--- src/rtl/bba_ram.sv ---
`default_nettype none
// ----------------------------------------------------------------------------
// bba_ram: generic simple dual-port RAM
// One write port, one read port, registered read data.
// ----------------------------------------------------------------------------
module bba_ram #(
   parameter int WIDTH = 8,
   parameter int DEPTH = 16
) (
   input  logic                     clock,
   input  logic                     wr_en,
   input  logic [$clog2(DEPTH)-1:0] wr_addr,
   input  logic [WIDTH-1:0]         wr_data,
   input  logic [$clog2(DEPTH)-1:0] rd_addr,
   output logic [WIDTH-1:0]         rd_data
);

   logic [WIDTH-1:0] mem [DEPTH];
   logic [WIDTH-1:0] rd_data_ff;

   always_ff @(posedge clock) begin
      if (wr_en) begin
         mem[wr_addr] <= wr_data;
      end
      rd_data_ff <= mem[rd_addr];
   end

   assign rd_data = rd_data_ff;

endmodule
`default_nettype wire

--- config.mk ---
export PLATFORM = sky130hd
export DESIGN_NAME = bba_ram
export DESIGN_NICKNAME = d
export VERILOG_FILES = /design/src/rtl/bba_ram.sv
export SDC_FILE = /design/constraint.sdc
export NUM_CORES = 1
export LEC_CHECK = 0
export ABC_CLOCK_PERIOD_IN_PS = 3900
export BUFFER_PORTS_ARGS = -buffer_cell sky130_fd_sc_hd__buf_4
export CAP_MARGIN = 20
export CELL_PAD_IN_SITES_DETAIL_PLACEMENT = 0
export CELL_PAD_IN_SITES_GLOBAL_PLACEMENT = 1
export CORE_MARGIN = 2
export CORE_UTILIZATION = 57
export DETAILED_ROUTE_END_ITERATION = 16
export MAX_ROUTING_LAYER = met4
export PLACE_DENSITY_LB_ADDON = 0.1
export SYNTH_ARGS = -nofsm -noshare
export SYNTH_HDL_FRONTEND = slang
export SYNTH_SLANG_ARGS = --single-unit
--- constraint.sdc ---
create_clock -name clock -period 3.9 [get_ports clock]
set_input_delay 1.17 -clock clock [delete_from_list [all_inputs] [get_ports clock]]
set_output_delay 1.17 -clock clock [all_outputs]
set_load 0.01 [all_outputs]
==> qor.yml <==
status: "complete, no violations"
required_ns: 4.03
dieArea_um2: 9810
hold_path.class: "register to register"
hold-worst-slack_ns: 0.675
start_kind: "input pin"
critical_path.max_fanout: 8
p_int_mw: 2.55
first_global_vias: 2434
cts_tree: "yes"
ys_warn_count: 0
skew_ns: 0.0115
areaGrowthSynthToFinish_pct: 16.0
cts.repair.resized: 0
num_vias: 2360
pwr-share-comb_pct: 4.8
cap_violations: 0
hold_viol_final: 0
wire_per_inst_um: 24.0
hold-path-endpoint: "rd_data[5]"
fp.dieW_um: 99.0
drive_gt1_share_pct: 28.0
relSlewSlack_pct: 38.7
ir_worst_vdd_mv: 0.314
ys_seq_area_share_pct: 77.8
grt_pass1_wl_mm: 14.7
post-dp-hpwl_mm: 5.66
first_pass_iters: 4
final_cell_mix: "128 x edfxtp_1, 31 x buf_4, 18 x mux4_2, 16 x a22oi_1, 16 x clkbuf_16"
report.final.slew_viol_count: 0
p_switching_uw: 682
htree_num_levels: 4
hold_path.startpoint: "mem[0][5]"
r2r_cells: 3
n_antenna_cell: 0
p_leak_nw: 2.00
syn_inst: 229
worst_slew_pin_slew_ns: 0.916
pwr_density_cell_nw_per_um2: 541
critPathKind: "input pin to register"
r2r_start: "mem[9][3]"
syn_avg_cell_area_um2: 22.5
ant_nets: 0
power_frac_clock_pct: 44.3
crit_path_end_kind: "register"
synth-edff-count: 128
grt-ovfl-total: 0
syn_nets: 247
viasPerCell: 6.05
synth_seq_cells: 136
arrival_ns: 2.46
switching_share_pct: 21.1
fin_nets: 287
start_util_pct: 59.0
synthArstFlopShare_pct: 0
cts_buffers: 17
drt_iter0_markers: 190
drc: 0
die_h_um: 99.0
pin_count: 26
hold_buffers: 0
total_power_mw: 3.23
synthFlopType: "edfxtp_1"
min_delay_path_depth: 3
reg2reg_to: "rd_data[3]"
fmaxAchievable_mhz: 430
syn_area_um2: 5150
p_seq_share_pct: 50.9
final.setup.tns_ns: 0
antenna_found_initial: 0
setup_viol: 0
fin_crit_sh_pct: 59.7
clockRootBuffer: "clkbuf_8"
post_cts_buffers: 0
path_clk_slew_ns: 0.06
cts.sinks: 136
period_minus_slack_ns: 2.33
num_rows: 34
regToRegSetupSlack_ns: 2.51
grt_use_total_pct: 22.1
wirelength_mm: 9.38
io_buffers: 25
synth_cell_types: 19
clock_latency_ns: 0.52
final_cell_area_um2: 5970
core-area_um2: 8720
grt_setup_unrepaired: "no"
post_dp_cell_area_um2: 5430
cts_buffer_depth: 2
final_common_cell: "edfxtp_1"
gp_congestion: 0.747
grt_max_degree: 33
==> critical path: stages <==
cell and delay (ns):
buf_4 0.12, or3b_2 0.51, nor2_1 0.66
==> cells in the mapped netlist (3+ instances only) <==
cell	instances	area share, %
mux4_2	18	7.9
edfxtp_1	128	75
buf_6	3	0.66
dfxtp_1	8	3.1
a22oi_1	16	2.3
buf_2	3	0.29
nor3_1	4	0.39
nor2_1	13	0.95
mux4_1	14	7.1
clkdlybuf4s25_2	3	0.58
nand2_1	9	0.66
==> final cells by class <==
| class | count | area, µm² |
|---|---|---|
| Fill cell | 549 | 2750 |
| Timing Repair Buffer | 31 | 233 |
| Multi-Input combinational cell | 83 | 1060 |
| Clock buffer | 18 | 418 |
| Sequential cell | 136 | 4000 |
| Tap cell | 108 | 135 |
| Clock inverter | 14 | 124 |
==> worst max path at each step <==
stage | cells past startpoint | slack (ns) | start | end
2_1_floorplan | 2 | 1.24 | wr_addr[2] | mem[0][0]
3_3_place_gp | 3 | 1.02 | wr_addr[2] | mem[3][3]
3_5_place_dp | 3 | 1.04 | wr_addr[2] | mem[1][0]
4_1_cts | 3 | 1.58 | wr_addr[2] | mem[3][5]
5_1_grt | 4 | 1.50 | rd_addr[0] | rd_data[1]
6_report | 3 | 1.57 | wr_addr[2] | mem[1][5]
==> registers in the layout, summed over array words and instances (netlist names) <==
signal / flops
mem: 128
rd_data: 8
==> cell families (layout without fill, tap and decap cells) <==
logic type | count (synthesis) | after routing | share of synthesized area (%)
AND/OR/NAND/NOR | 35 | 35 | 3.18
AO/OA/AOI/OAI | 16 | 16 | 2.33
multiplexers | 32 | 32 | 15.0
flip-flops | 136 | 136 | 77.8
buffers and inverters | 10 | 63 | 1.68
==> power by group through the flow <==
| stage | clock (mW) | sequential (mW) | combinational (mW) |
|---|---|---|---|
| final | 1.43 | 1.64 | 0.155 |
| after global routing | 1.52 | 1.65 | 0.169 |
| after CTS | 1.45 | 1.64 | 0.158 |
| after detailed placement | 0 | 1.68 | 0.156 |
| after global placement | 0 | 1.67 | 0.153 |
| after floorplan | 0 | 1.68 | 0.0829 |
==> routing by layer <==
metal  up-vias  part of all wire (%)  global-route usage [%]
met5         -                     0                       -
met4         0                  0.43                    6.95
met3         4                   6.2                    5.67
met2        80                    47                    31.4
met1      1219                    46                    32.4
li1       1057                     -                       -
==> stage by stage <==
| stage | util, % | instances | setup slack, ns |
|---|---|---|---|
| 2_1_floorplan | - | 229 | 1.24 |
| 3_3_place_gp | 62.3 | 358 | 1.02 |
| 3_5_place_dp | 62.3 | 358 | 1.04 |
| 4_1_cts | 68.5 | 390 | 1.58 |
| 5_1_grt | 68.5 | 390 | 1.50 |
| 6_report | 68.5 | 390 | 1.57 |
Note: power is estimated with default switching activity, not from simulation.
